## config.mk

```make
export PLATFORM = sky130hd
export DESIGN_NAME = json_key_string_value_extractor
export DESIGN_NICKNAME = d
export VERILOG_FILES = /design/src/design/jkse_pkg.sv /design/src/design/jkse_front.sv /design/src/design/jkse_queue.sv /design/src/design/jkse_back.sv /design/src/design/json_key_string_value_extractor.sv
export SDC_FILE = /design/constraint.sdc
export NUM_CORES = 1
export LEC_CHECK = 0
export ABC_AREA = 1
export BUFFER_PORTS_ARGS = -buffer_cell sky130_fd_sc_hd__buf_2
export CAP_MARGIN = 40
export CORE_MARGIN = 2
export CORE_UTILIZATION = 35
export CTS_CLUSTER_SIZE = 20
export DETAILED_ROUTE_END_ITERATION = 16
export PLACE_DENSITY = 0.6
export SLEW_MARGIN = 20
export SYNTH_ARGS = -nofsm -noshare
export SYNTH_HDL_FRONTEND = slang
export SYNTH_SLANG_ARGS = --single-unit
```

## constraint.sdc

```tcl
create_clock -name clk_i -period 6 [get_ports clk_i]
set_input_delay 0.6 -clock clk_i [delete_from_list [all_inputs] [get_ports clk_i]]
set_output_delay 0.6 -clock clk_i [all_outputs]
set_load 0.05 [all_outputs]
```

## src/design/jkse_pkg.sv

```systemverilog
// Shared types and constants of the JSON key string-value extractor.
`timescale 1ns / 1ps
`default_nettype none
package jkse_pkg;

  localparam int unsigned QueueDepth = 4;
  localparam int unsigned GroupBytes = 3;

  // Register indexes of the configuration port.
  localparam logic [1:0] CfgKeyFirst  = 2'd0;
  localparam logic [1:0] CfgKeySecond = 2'd1;
  localparam logic [1:0] CfgKeyLength = 2'd2;
  localparam logic [1:0] CfgBufSize   = 2'd3;

  // Results caused by one text byte: up to three value bytes, then maybe a status.
  typedef struct packed {
    logic [GroupBytes-1:0][7:0] bytes;
    logic [1:0]                 count;
    logic                       status;
    logic                       failed;
  } group_t;

endpackage
`default_nettype wire

```

## src/design/jkse_front.sv

```systemverilog
// Parser front end: accepts text bytes and turns each into a group of results.
`timescale 1ns / 1ps
`default_nettype none
module jkse_front #(
  parameter int unsigned MAX_KEY_BYTES = 16
) (
  input  wire logic              clk_i,
  input  wire logic              rst_ni,
  input  wire logic              in_valid_i,
  output      logic              in_ready_o,
  input  wire logic [7:0]        text_byte_i,
  input  wire logic              last_byte_i,
  input  wire logic [127:0]      key_i,
  input  wire logic [4:0]        key_length_i,
  input  wire logic [15:0]       buffer_size_i,
  output      logic              push_o,
  output      jkse_pkg::group_t  group_o,
  input  wire logic              full_i
);
  import jkse_pkg::*;

  typedef enum logic [2:0] {
    PhSeek, PhKey, PhColon, PhQuote, PhValue, PhEsc, PhHex, PhDone
  } phase_e;

  localparam logic [7:0] ChQuote = 8'h22;
  localparam logic [7:0] ChBack  = 8'h5C;
  localparam logic [7:0] ChSlash = 8'h2F;
  localparam logic [7:0] ChColon = 8'h3A;
  localparam logic [4:0] KeyMax  = 5'(MAX_KEY_BYTES);

  phase_e      phase_q, phase_d;
  logic [4:0]  kpos_q, kpos_d;
  logic        kmis_q, kmis_d;
  logic [15:0] vcount_q, vcount_d;
  logic [15:0] cp_q, cp_d;
  logic [1:0]  hexn_q, hexn_d;

  logic [15:0][7:0] key_arr;
  logic [4:0]  klen;
  logic [7:0]  c;
  logic        is_ws;
  logic [4:0]  hex;
  logic [1:0]  grp_n;
  logic [GroupBytes-1:0][7:0] grp;
  logic [17:0] need;
  logic        fin;
  logic        fin_fail;
  logic        accept;

  function automatic logic [4:0] hex_val(input logic [7:0] ch);
    logic [4:0] r;
    r = 5'h10;
    if (ch >= 8'h30 && ch <= 8'h39) r = {1'b0, 4'(ch - 8'h30)};
    else if (ch >= 8'h61 && ch <= 8'h66) r = {1'b0, 4'(ch - 8'h57)};
    else if (ch >= 8'h41 && ch <= 8'h46) r = {1'b0, 4'(ch - 8'h37)};
    return r;
  endfunction

  assign key_arr    = key_i;
  assign klen       = (key_length_i > KeyMax) ? KeyMax : key_length_i;
  assign c          = text_byte_i;
  assign is_ws      = (c == 8'h20) || (c == 8'h09) || (c == 8'h0A) || (c == 8'h0D);
  assign hex        = hex_val(c);
  assign in_ready_o = !full_i;
  assign accept     = in_valid_i && in_ready_o;
  assign need       = {2'b00, vcount_q} + {16'd0, grp_n} + 18'd1;

  always_comb begin
    phase_d  = phase_q;
    kpos_d   = kpos_q;
    kmis_d   = kmis_q;
    vcount_d = vcount_q;
    cp_d     = cp_q;
    hexn_d   = hexn_q;
    grp_n    = 2'd0;
    grp      = '0;
    fin      = 1'b0;
    fin_fail = 1'b1;
    case (phase_q)
      PhSeek: begin
        if (c == 8'h00) fin = 1'b1;
        else if (c == ChQuote) begin
          phase_d = PhKey;
          kpos_d  = 5'd0;
          kmis_d  = 1'b0;
        end
      end
      PhKey: begin
        if (c == 8'h00) fin = 1'b1;
        else if (c == ChQuote) begin
          phase_d = (!kmis_q && kpos_q == klen) ? PhColon : PhSeek;
        end else if (!kmis_q && kpos_q < klen && key_arr[kpos_q[3:0]] == c) begin
          kpos_d = kpos_q + 5'd1;
        end else begin
          kmis_d = 1'b1;
        end
      end
      PhColon: begin
        if (c == ChColon) phase_d = PhQuote;
        else if (!is_ws) fin = 1'b1;
      end
      PhQuote: begin
        if (c == ChQuote) begin
          phase_d  = PhValue;
          vcount_d = 16'd0;
        end else if (!is_ws) fin = 1'b1;
      end
      PhValue: begin
        if (c == 8'h00) fin = 1'b1;
        else if (c == ChQuote) begin
          fin      = 1'b1;
          fin_fail = (buffer_size_i == 16'd0);
        end else if (c == ChBack) phase_d = PhEsc;
        else begin
          grp_n  = 2'd1;
          grp[0] = c;
        end
      end
      PhEsc: begin
        phase_d = PhValue;
        grp_n   = 2'd1;
        case (c)
          ChQuote, ChBack, ChSlash: grp[0] = c;
          8'h62: grp[0] = 8'h08;
          8'h66: grp[0] = 8'h0C;
          8'h6E: grp[0] = 8'h0A;
          8'h72: grp[0] = 8'h0D;
          8'h74: grp[0] = 8'h09;
          8'h75: begin
            grp_n   = 2'd0;
            phase_d = PhHex;
            cp_d    = 16'd0;
            hexn_d  = 2'd0;
          end
          default: begin
            grp_n = 2'd0;
            fin   = 1'b1;
          end
        endcase
      end
      PhHex: begin
        if (hex[4]) fin = 1'b1;
        else begin
          cp_d = {cp_q[11:0], hex[3:0]};
          if (hexn_q != 2'd3) hexn_d = hexn_q + 2'd1;
          else begin
            hexn_d  = 2'd0;
            phase_d = PhValue;
            if (cp_d < 16'h0080) begin
              grp_n  = 2'd1;
              grp[0] = cp_d[7:0];
            end else if (cp_d < 16'h0800) begin
              grp_n  = 2'd2;
              grp[0] = 8'hC0 | {3'b000, cp_d[10:6]};
              grp[1] = 8'h80 | {2'b00, cp_d[5:0]};
            end else begin
              grp_n  = 2'd3;
              grp[0] = 8'hE0 | {4'h0, cp_d[15:12]};
              grp[1] = 8'h80 | {2'b00, cp_d[11:6]};
              grp[2] = 8'h80 | {2'b00, cp_d[5:0]};
            end
          end
        end
      end
      default: ;
    endcase

    group_o = '0;
    if (grp_n != 2'd0) begin
      if (need > {2'b00, buffer_size_i}) begin
        fin      = 1'b1;
        fin_fail = 1'b1;
      end else begin
        group_o.bytes = grp;
        group_o.count = grp_n;
        vcount_d      = vcount_q + {14'd0, grp_n};
      end
    end
    if (fin) begin
      phase_d        = PhDone;
      group_o.status = 1'b1;
      group_o.failed = fin_fail;
    end

    if (last_byte_i) begin
      if (phase_d != PhDone) begin
        group_o.status = 1'b1;
        group_o.failed = 1'b1;
      end
      phase_d  = PhSeek;
      kpos_d   = 5'd0;
      kmis_d   = 1'b0;
      vcount_d = 16'd0;
      cp_d     = 16'd0;
      hexn_d   = 2'd0;
    end
  end

  assign push_o = accept && (group_o.status || group_o.count != 2'd0);

  always_ff @(posedge clk_i or negedge rst_ni) begin
    if (!rst_ni) begin
      phase_q  <= PhSeek;
      kpos_q   <= 5'd0;
      kmis_q   <= 1'b0;
      vcount_q <= 16'd0;
      cp_q     <= 16'd0;
      hexn_q   <= 2'd0;
    end else if (accept) begin
      phase_q  <= phase_d;
      kpos_q   <= kpos_d;
      kmis_q   <= kmis_d;
      vcount_q <= vcount_d;
      cp_q     <= cp_d;
      hexn_q   <= hexn_d;
    end
  end

endmodule
`default_nettype wire

```

## src/design/jkse_queue.sv

```systemverilog
// Short queue of result groups between the parser and the output serializer.
`timescale 1ns / 1ps
`default_nettype none
module jkse_queue (
  input  wire logic              clk_i,
  input  wire logic              rst_ni,
  input  wire logic              push_i,
  input  wire jkse_pkg::group_t  push_group_i,
  output      logic              full_o,
  input  wire logic              pop_i,
  output      jkse_pkg::group_t  head_o,
  output      logic              empty_o
);
  import jkse_pkg::*;

  localparam int unsigned PtrW = $clog2(QueueDepth);

  group_t          entries_q [QueueDepth];
  logic [PtrW-1:0] wptr_q, rptr_q;
  logic [PtrW:0]   count_q;

  assign full_o  = (count_q == (PtrW+1)'(QueueDepth));
  assign empty_o = (count_q == '0);
  assign head_o  = entries_q[rptr_q];

  always_ff @(posedge clk_i) begin
    if (push_i) entries_q[wptr_q] <= push_group_i;
  end

  always_ff @(posedge clk_i or negedge rst_ni) begin
    if (!rst_ni) begin
      wptr_q  <= '0;
      rptr_q  <= '0;
      count_q <= '0;
    end else begin
      if (push_i) wptr_q <= wptr_q + PtrW'(1);
      if (pop_i) rptr_q <= rptr_q + PtrW'(1);
      if (push_i && !pop_i) count_q <= count_q + (PtrW+1)'(1);
      else if (pop_i && !push_i) count_q <= count_q - (PtrW+1)'(1);
    end
  end

endmodule
`default_nettype wire

```

## src/design/jkse_back.sv

```systemverilog
// Output serializer: hands out the results of each queued group one per cycle while the output is ready.
`timescale 1ns / 1ps
`default_nettype none
module jkse_back (
  input  wire logic              clk_i,
  input  wire logic              rst_ni,
  input  wire jkse_pkg::group_t  head_i,
  input  wire logic              empty_i,
  output      logic              pop_o,
  output      logic              out_valid_o,
  input  wire logic              out_ready_i,
  output      logic [7:0]        value_byte_o,
  output      logic              is_status_o,
  output      logic              failed_o,
  output      logic              last_of_run_o
);
  import jkse_pkg::*;

  logic [1:0] idx_q;
  logic [2:0] total;
  logic       is_value;

  assign total       = {1'b0, head_i.count} + {2'b00, head_i.status};
  assign is_value    = (idx_q < head_i.count);
  assign out_valid_o = !empty_i;

  always_comb begin
    value_byte_o = 8'h00;
    if (is_value) begin
      case (idx_q)
        2'd0:    value_byte_o = head_i.bytes[0];
        2'd1:    value_byte_o = head_i.bytes[1];
        2'd2:    value_byte_o = head_i.bytes[2];
        default: value_byte_o = 8'h00;
      endcase
    end
  end

  assign is_status_o   = !is_value;
  assign failed_o      = !is_value && head_i.failed;
  assign last_of_run_o = ({1'b0, idx_q} == total - 3'd1);
  assign pop_o         = out_valid_o && out_ready_i && last_of_run_o;

  always_ff @(posedge clk_i or negedge rst_ni) begin
    if (!rst_ni) begin
      idx_q <= 2'd0;
    end else if (out_valid_o && out_ready_i) begin
      idx_q <= last_of_run_o ? 2'd0 : idx_q + 2'd1;
    end
  end

endmodule
`default_nettype wire

```

## src/design/json_key_string_value_extractor.sv

```systemverilog
// Top level of the JSON key string-value extractor: registers and the three stages.
//
//   channel   dir  handshake                       payload
//   s_axis    in   s_axis_tvalid / s_axis_tready   tdata text_byte, tlast last_byte
//   m_axis    out  m_axis_tvalid / m_axis_tready   tdata value_byte, tuser status, tlast
//   cfg       in   cfg_valid_i / cfg_ready_o       cfg_index_i, cfg_data_i
//
// The parser takes one text byte per cycle while the result queue has room.
// Each byte yields up to four results, delivered one per cycle by the serializer while
// the output is ready; the input stalls only when groups of several results arrive
// faster than they drain. Reset clears the parse state and the queue; the key registers
// reset to zero. A stalled output fills the four-entry queue and then stalls the input.
`timescale 1ns / 1ps
`default_nettype none
module json_key_string_value_extractor #(
  parameter int unsigned MAX_KEY_BYTES = 16
) (
  input  wire logic        clk_i,
  input  wire logic        rst_ni,
  input  wire logic        s_axis_tvalid,
  output      logic        s_axis_tready,
  input  wire logic [7:0]  s_axis_tdata,   // [7:0] text_byte
  input  wire logic        s_axis_tlast,
  output      logic        m_axis_tvalid,
  input  wire logic        m_axis_tready,
  output      logic [7:0]  m_axis_tdata,   // [7:0] value_byte
  output      logic [1:0]  m_axis_tuser,   // [0] is_status, [1] failed
  output      logic        m_axis_tlast,
  input  wire logic        cfg_valid_i,
  output      logic        cfg_ready_o,
  input  wire logic [1:0]  cfg_index_i,
  input  wire logic [63:0] cfg_data_i
);
  import jkse_pkg::*;

  logic [63:0] key_first_q, key_second_q;
  logic [4:0]  key_len_q;
  logic [15:0] buf_size_q;

  logic   push, full, pop, empty;
  group_t push_group, head;
  logic   is_status, failed;

  assign cfg_ready_o = 1'b1;

  always_ff @(posedge clk_i or negedge rst_ni) begin
    if (!rst_ni) begin
      key_first_q  <= 64'd0;
      key_second_q <= 64'd0;
      key_len_q    <= 5'd0;
      buf_size_q   <= 16'd1;
    end else if (cfg_valid_i && cfg_ready_o) begin
      case (cfg_index_i)
        CfgKeyFirst:  key_first_q  <= cfg_data_i;
        CfgKeySecond: key_second_q <= cfg_data_i;
        CfgKeyLength: key_len_q    <= cfg_data_i[4:0];
        CfgBufSize:   buf_size_q   <= cfg_data_i[15:0];
        default: ;
      endcase
    end
  end

  jkse_front #(
    .MAX_KEY_BYTES(MAX_KEY_BYTES)
  ) u_front (
    .clk_i        (clk_i),
    .rst_ni       (rst_ni),
    .in_valid_i   (s_axis_tvalid),
    .in_ready_o   (s_axis_tready),
    .text_byte_i  (s_axis_tdata),
    .last_byte_i  (s_axis_tlast),
    .key_i        ({key_second_q, key_first_q}),
    .key_length_i (key_len_q),
    .buffer_size_i(buf_size_q),
    .push_o       (push),
    .group_o      (push_group),
    .full_i       (full)
  );

  jkse_queue u_queue (
    .clk_i       (clk_i),
    .rst_ni      (rst_ni),
    .push_i      (push),
    .push_group_i(push_group),
    .full_o      (full),
    .pop_i       (pop),
    .head_o      (head),
    .empty_o     (empty)
  );

  jkse_back u_back (
    .clk_i        (clk_i),
    .rst_ni       (rst_ni),
    .head_i       (head),
    .empty_i      (empty),
    .pop_o        (pop),
    .out_valid_o  (m_axis_tvalid),
    .out_ready_i  (m_axis_tready),
    .value_byte_o (m_axis_tdata),
    .is_status_o  (is_status),
    .failed_o     (failed),
    .last_of_run_o(m_axis_tlast)
  );

  assign m_axis_tuser = {failed, is_status};

endmodule
`default_nettype wire

```

==> flow_summary.ini, run 1 <==
[drt]
drt_first_pass_iters = 7
drt_iter0_drc = 1100
routed_wl_mm = 44.20
vias_per_cell = 4.994
drtAntennaViolNets = 0
drc = 0
wire_per_inst_um = 16.56
vias = 13340

[critical_path]
cp.arrival_ns = 5.84
crit_path_end_kind = register
cp-start-kind = primary input
worstSetupPathType = in2reg
worstPathRequired_ns = 6.40
timing.critical_path.mode_cell = nand2_2
rr_worst_depth = 42
max_stage_delay_ns = 0.45
critPathSlowestCell = fa_2
path_max_fanout = 4

[synth]
netlist_area_sq_mm = 0.01564
ys_warn_count = 0
dominantRegCellSynth = dfrtp_1
async_flop_share_pct = 66.33
synth_cell_type_count = 55
synth_seq_area_share_pct = 50.72
yosysMostFrequentCell = nand2_1
syn_avg_cell_area_sq_um = 8.303
ys_ff_latch = 297
syn-num-nets = 2008
synth_edf_count = 100
synth_common_cells = nand2_1 (360), o21ai_0 (319), nor2_1 (225), inv_1 (208), dfrtp_1 (196)
yosys.area.top_type_share_pct = 31.35
netlist_instances = 1884
synth_area_leader_cell = dfrtp_1
yosys-top-cells-area = dfrtp_1 (31%), edfxtp_1 (19%), o21ai_0 (10%)

[cts]
clkTransAtPathRegs_ns = 0.06
cts-root-buf = clkbuf_16
tritoncts = done
clockBufferDepth = 3
cts_htree_levels = 2
cts_buffers = 35
hold_buffers = 0
numClockSinks = 297
insertion_delay_ns = 0.52

[placed_design]
hpwl_mm = 31.11
place_congestion = 0.8499
io_buffer_count = 92

[sta]
rsz0062_at_grt = no
fin_hold_ws_ns = 0.1274
fin_crit_sh_pct = 90.74
setup_viol = 0
hold_viol_final = 0
fmax_mhz = 183.7
fin_crit_ns = 5.444
maxSlewViolCount = 0
fin_skew_ns = 0.01571
worst_pin_slew_ns = 0.7822
max-slew-margin-rel_pct = 47.79

[grt]
antenna_found_initial = 0
grt_usage_pct = 19.07
overflow = 0
grt_start_max_net_pins = 80
grt_pass1_wl_mm = 70.94
grt_pass1_vias = 13130

[floorplan]
fp.dieH_um = 215.4
initial_utilization_pct = 35.45
rows = 77
ios = 94
die-area_sq_mm = 0.04640
die_x_um = 215.4
core_sq_mm = 0.04412

[pwr]
peakVddDrop_uv = 295.0
leakagePower_nw = 8.616
total_power_mw = 7.259
power_density_mw_per_mm2 = 383.7

[hold_path]
hold_path.class = in2async

[status]
outcome = finished, final reports clean

[layout]
layout.nets = 2175
fillCellCount = 4471
area_delta_synth_final_pct = 20.95
layout-drive-gt1-share_pct = 18.01

[flow_run]
max_cap_violations = 0
==> timing repair <==
item	in CTS	in global routing
endpoints found under the setup margin	0	151
buffers inserted	0	4
resized for setup	0	45
==> logic make-up after synthesis <==
family	count (synthesis)	synth area share [%]
buffers and inverters	307	7.679
XOR/XNOR	24	1.344
AND/OR/NAND/NOR	744	20.24
other	1	0.02397
AO/OA/AOI/OAI	467	16.38
flip-flops	297	50.72
adder cells (fa/ha/maj)	44	3.615
==> report_power, final <==
group / internal, mW / total (mW) / switching, mW
clock: 1.37 / 2.19 / 0.828
combinational: 0.814 / 2.42 / 1.61
sequential: 2.45 / 2.64 / 0.196
total: 4.63 / 7.26 / 2.63
==> critical path: cells and delay by family <==
| family | cells | cell delay, ns |
|---|---|---|
| AOI/OAI and AO/OA | 3 | 0.40 |
| xor gates and xnor gates | 1 | 0.19 |
| adders and majority gates | 6 | 1.76 |
| buffers and inverters | 10 | 0.74 |
| and+or+nand+nor | 26 | 2.17 |
==> registers in the layout, summed over array words and instances, names as in the netlist, 2 cells and up <==
signal and flops:
u_queue.wptr_q 2, buf_size_q 16, key_len_q 5, u_front.hexn_q 2, u_back.idx_q 2, u_front.vcount_q 16, u_front.cp_q 12, key_second_q 64
u_front.phase_q 3, key_first_q 64, u_queue.count_q 3, u_front.kpos_q 5, u_queue.entries_q 100, u_queue.rptr_q 2
==> layout by cell type, fill, tap and decap left out, types with 13 or more instances in the layout <==
master,count
a21oi_1,37
buf_2,91
buf_4,114
clkbuf_16,37
dfrtp_1,194
edfxtp_1,100
ha_1,37
inv_1,201
inv_2,18
nand2_1,354
nand2_2,21
nand3_1,71
nand4_1,15
nor2_1,213
nor2_2,24
o211ai_1,20
o21ai_0,318
o21ai_1,13
o22ai_1,40
xor2_1,20
==> final timing paths <==
check                                                    start                              to  slack, ns
worst min register to register     key_first_q[47]$_DFFE_PN0P_     key_first_q[47]$_DFFE_PN0P_       0.48
max in group asynchronous                               rst_ni  u_front.phase_q[0]$_DFFE_PN0P_       4.62
min in group clk_i                              cfg_data_i[42]    key_second_q[42]$_DFFE_PN0P_       0.34
worst min-delay path                                    rst_ni     key_first_q[39]$_DFFE_PN0P_       0.13
worst max register to register  u_front.phase_q[1]$_DFFE_PN0P_  u_queue.count_q[1]$_DFFE_PN0P_       0.56
worst max-delay path                           s_axis_tdata[0]  u_queue.count_q[1]$_DFFE_PN0P_       0.56
==> per-layer routing <==
layer / share of wire (%) / GRT usage, %
met1: 43 / 24.38
met2: 50 / 33.84
met3: 3.8 / 2.213
met4: 2.6 / 5.770
met5: 0 / 0
==> layout make-up <==
class	instances	area, sq um	share of cell area, %
Sequential cell	297	7936	41.95
Multi-Input combinational cell	1280	6698	35.40
Timing Repair Buffer	215	1511	7.989
Clock buffer	52	1032	5.456
Inverter	222	833.3	4.404
Tap cell	592	740.7	3.915
Clock inverter	11	165.2	0.8730
Antenna cell	1	2.502	0.01323
==> through the flow <==
| stage | cell area [sq um] | worst slack (ns) | setup TNS (ns) | util, % | cells |
|---|---|---|---|---|---|
| floorplan | 15640 | -0.3465 | -34.65 | - | 1884 |
| global placement | 17420 | -0.2190 | -0.7189 | 39.49 | 2595 |
| detailed placement | 17510 | -0.3497 | -6.873 | 39.67 | 2601 |
| CTS | 18700 | 0.1793 | 0 | 42.39 | 2664 |
| global route | 18920 | 0.003511 | 0 | 42.87 | 2669 |
| finish | 18920 | 0.5559 | 0 | 42.88 | 2670 |
Power figures use the tool's default switching activity.
==> run 2, diff against run 1 <==
Settings changed: CTS_BUF_LIST from default to sky130_fd_sc_hd__clkbuf_2.
==> run 2 against run 1 <==
- routed wire length increased by 2.4%
- flip-flop and latch count stayed put
- sequential share of layout area is 0.49 points lower
- design area rose by 1.2%
- utilization grew 0.52 points
- final cell count up 5.8%
- critical endpoint unchanged
- highest routed layer unchanged
==> flow_summary.ini, run 2 (synthesized netlist as in run 1, its figures left out) <==
[critical_path]
cp.arrival_ns = 6.25
worst-path-buf-inv = 9
worstPathRequired_ns = 6.85
critPathSlowestCell = dfrtp_2
path_max_fanout = 5
cp-start-kind = register
cp_top_family = simple AND/OR/NAND/NOR gates
max_stage_delay_ns = 0.46
timing.rr.end = u_queue.count_q[1]$_DFFE_PN0P_
timing.critical_path.mode_cell = nand2_1
r2r_slack_ns = 0.60
rr_worst_depth = 42
crit_path_end_kind = register
r2r-start = u_front.phase_q[0]$_DFFE_PN0P_
worstSetupPathType = reg2reg

[pwr]
power_density_mw_per_mm2 = 346.4
leakagePower_nw = 8.932
peakVddDrop_uv = 327.1

[drt]
routed_wl_mm = 45.25
drt_iter0_drc = 889
drc = 0
vias_per_cell = 4.941
wire_per_inst_um = 16.02
vias = 13950
drtAntennaViolNets = 0
drt_first_pass_iters = 7

[grt]
grt_start_max_net_pins = 80
antenna_found_initial = 1
grt_usage_pct = 19.73
grt_pass1_wl_mm = 72.86
grt_pass1_vias = 13900
overflow = 0

[floorplan]
die_x_um = 215.4
rows = 77
die-area_sq_mm = 0.04640
ios = 94
fp.dieH_um = 215.4
core_sq_mm = 0.04412
initial_utilization_pct = 35.45

[placed_design]
io_buffer_count = 92
place_ws_ns = -0.3497
place_congestion = 0.8499
hpwl_mm = 31.11
placedCellCount = 2601

[hold_path]
hold_path.class = in2async

[sta]
maxSlewViolCount = 0
fin_crit_ns = 5.399
worst_pin_slew_ns = 0.7857
fmax_mhz = 185.2
max-slew-margin-rel_pct = 47.56
setup_ws_ns = 0.6005
fin_hold_ws_ns = 0.2023
fin_skew_ns = 0.07586
setup_viol = 0
hold_viol_final = 0
fin_crit_sh_pct = 89.99

[cts]
numClockSinks = 297
cts_htree_levels = 3
clkTransAtPathRegs_ns = 0.11
cts-root-buf = clkbuf_2
insertion_delay_ns = 1.01
tritoncts = done
clockBufferDepth = 3
cts_buffers = 80

[layout]
layout.nets = 2291
final_common_cell = nand2_1
layout_common_cells = nand2_1 (357), o21ai_0 (319), nor2_1 (216)
layout-drive-gt1-share_pct = 19.69
largest_reg_flops = 100
stdcell_count = 2824
area_delta_synth_final_pct = 22.40
regMostFlops = u_queue.entries_q
reg_top3 = u_queue.entries_q x100, key_first_q x64, key_second_q x64

[status]
outcome = finished, final reports clean

[flow_run]
max_cap_violations = 0
==> run 2: cell types whose count changed in the layout (fill, tap and decap cells not counted), sizes merged <==
| cell | delta |
|---|---|
| bufinv | -1 |
| clkbuf | +75 |
| clkinv | +8 |
| diode | +1 |
| dlygate4sd3 | +71 |
==> run 2: worst max path at each step <==
stage                                    from                                 to  slack [ns]  depth (start not counted)
2_1_floorplan                 s_axis_tdata[1]  u_queue.entries_q[0][0]$_DFFE_PP_       -0.35                         40
3_5_place_dp                  s_axis_tdata[1]     u_queue.count_q[2]$_DFFE_PN0P_       -0.35                         46
3_3_place_gp                  s_axis_tdata[0]     u_queue.count_q[2]$_DFFE_PN0P_       -0.22                         46
5_1_grt        u_front.phase_q[0]$_DFFE_PN0P_     u_queue.count_q[1]$_DFFE_PN0P_      -0.007                         43
6_report       u_front.phase_q[0]$_DFFE_PN0P_     u_queue.count_q[1]$_DFFE_PN0P_        0.60                         42
4_1_cts           u_front.cp_q[8]$_DFFE_PN0P_     u_queue.count_q[2]$_DFFE_PN0P_        0.20                         40
==> run 2: layout make-up <==
class                      instances  area (sq um)
timing repair buffer             286          2226
multi-input combinational       1280          6616
sequential                       297          7938
clock buffer                     127         635.6
inverter                         222         833.3
clock inverter                    18         152.6
antenna                            2         5.005
fill                            4522         24980
tap                              592         740.7
==> run 2: through the flow <==
step | total power [mW] | instance area [sq um] | utilization, % | TNS, ns
3_5_place_dp | 5.060 | 17510 | 39.67 | -6.873
6_report | 6.633 | 19150 | 43.39 | 0
5_1_grt | 7.137 | 19150 | 43.39 | -0.007196
4_1_cts | 6.662 | 19000 | 43.07 | 0
3_3_place_gp | 4.995 | 17420 | 39.49 | -0.7189
2_1_floorplan | 4.295 | 15640 | - | -34.65
==> run 2: worst register-to-register path: cells and delay by family (launching register included) <==
kind | cells | cell delay (ns)
adder cells (fa/ha/maj) | 5 | 1.50
AO/OA/AOI/OAI | 3 | 0.33
buffers and inverters | 9 | 0.80
XOR/XNOR | 1 | 0.19
flip-flops | 1 | 0.46
AND/OR/NAND/NOR | 24 | 2.02
==> run 2: power breakdown <==
group	switching (mW)	total, mW	internal (mW)	leakage, nW
Clock	0.865	1.55	0.683	0.599
Combinational	1.61	2.45	0.839	4.90
Sequential	0.196	2.64	2.44	3.43
Total	2.67	6.63	3.96	8.93
==> run 2: per-layer routing <==
metal / global-route usage, % / routed length (um)
met1: 24.10 / 19270
met2: 34.48 / 22580
met5: 0 / 0
met3: 3.312 / 2005
met4: 8.276 / 1393
==> run 2: repair_timing <==
| action | in CTS | in global routing |
|---|---|---|
| endpoints found under the setup margin | 0 | 151 |
| hold endpoints to repair | 231 | 0 |
| hold buffers | 71 | 0 |
| gates resized for setup | 0 | 27 |
| buffers inserted | 0 | 4 |
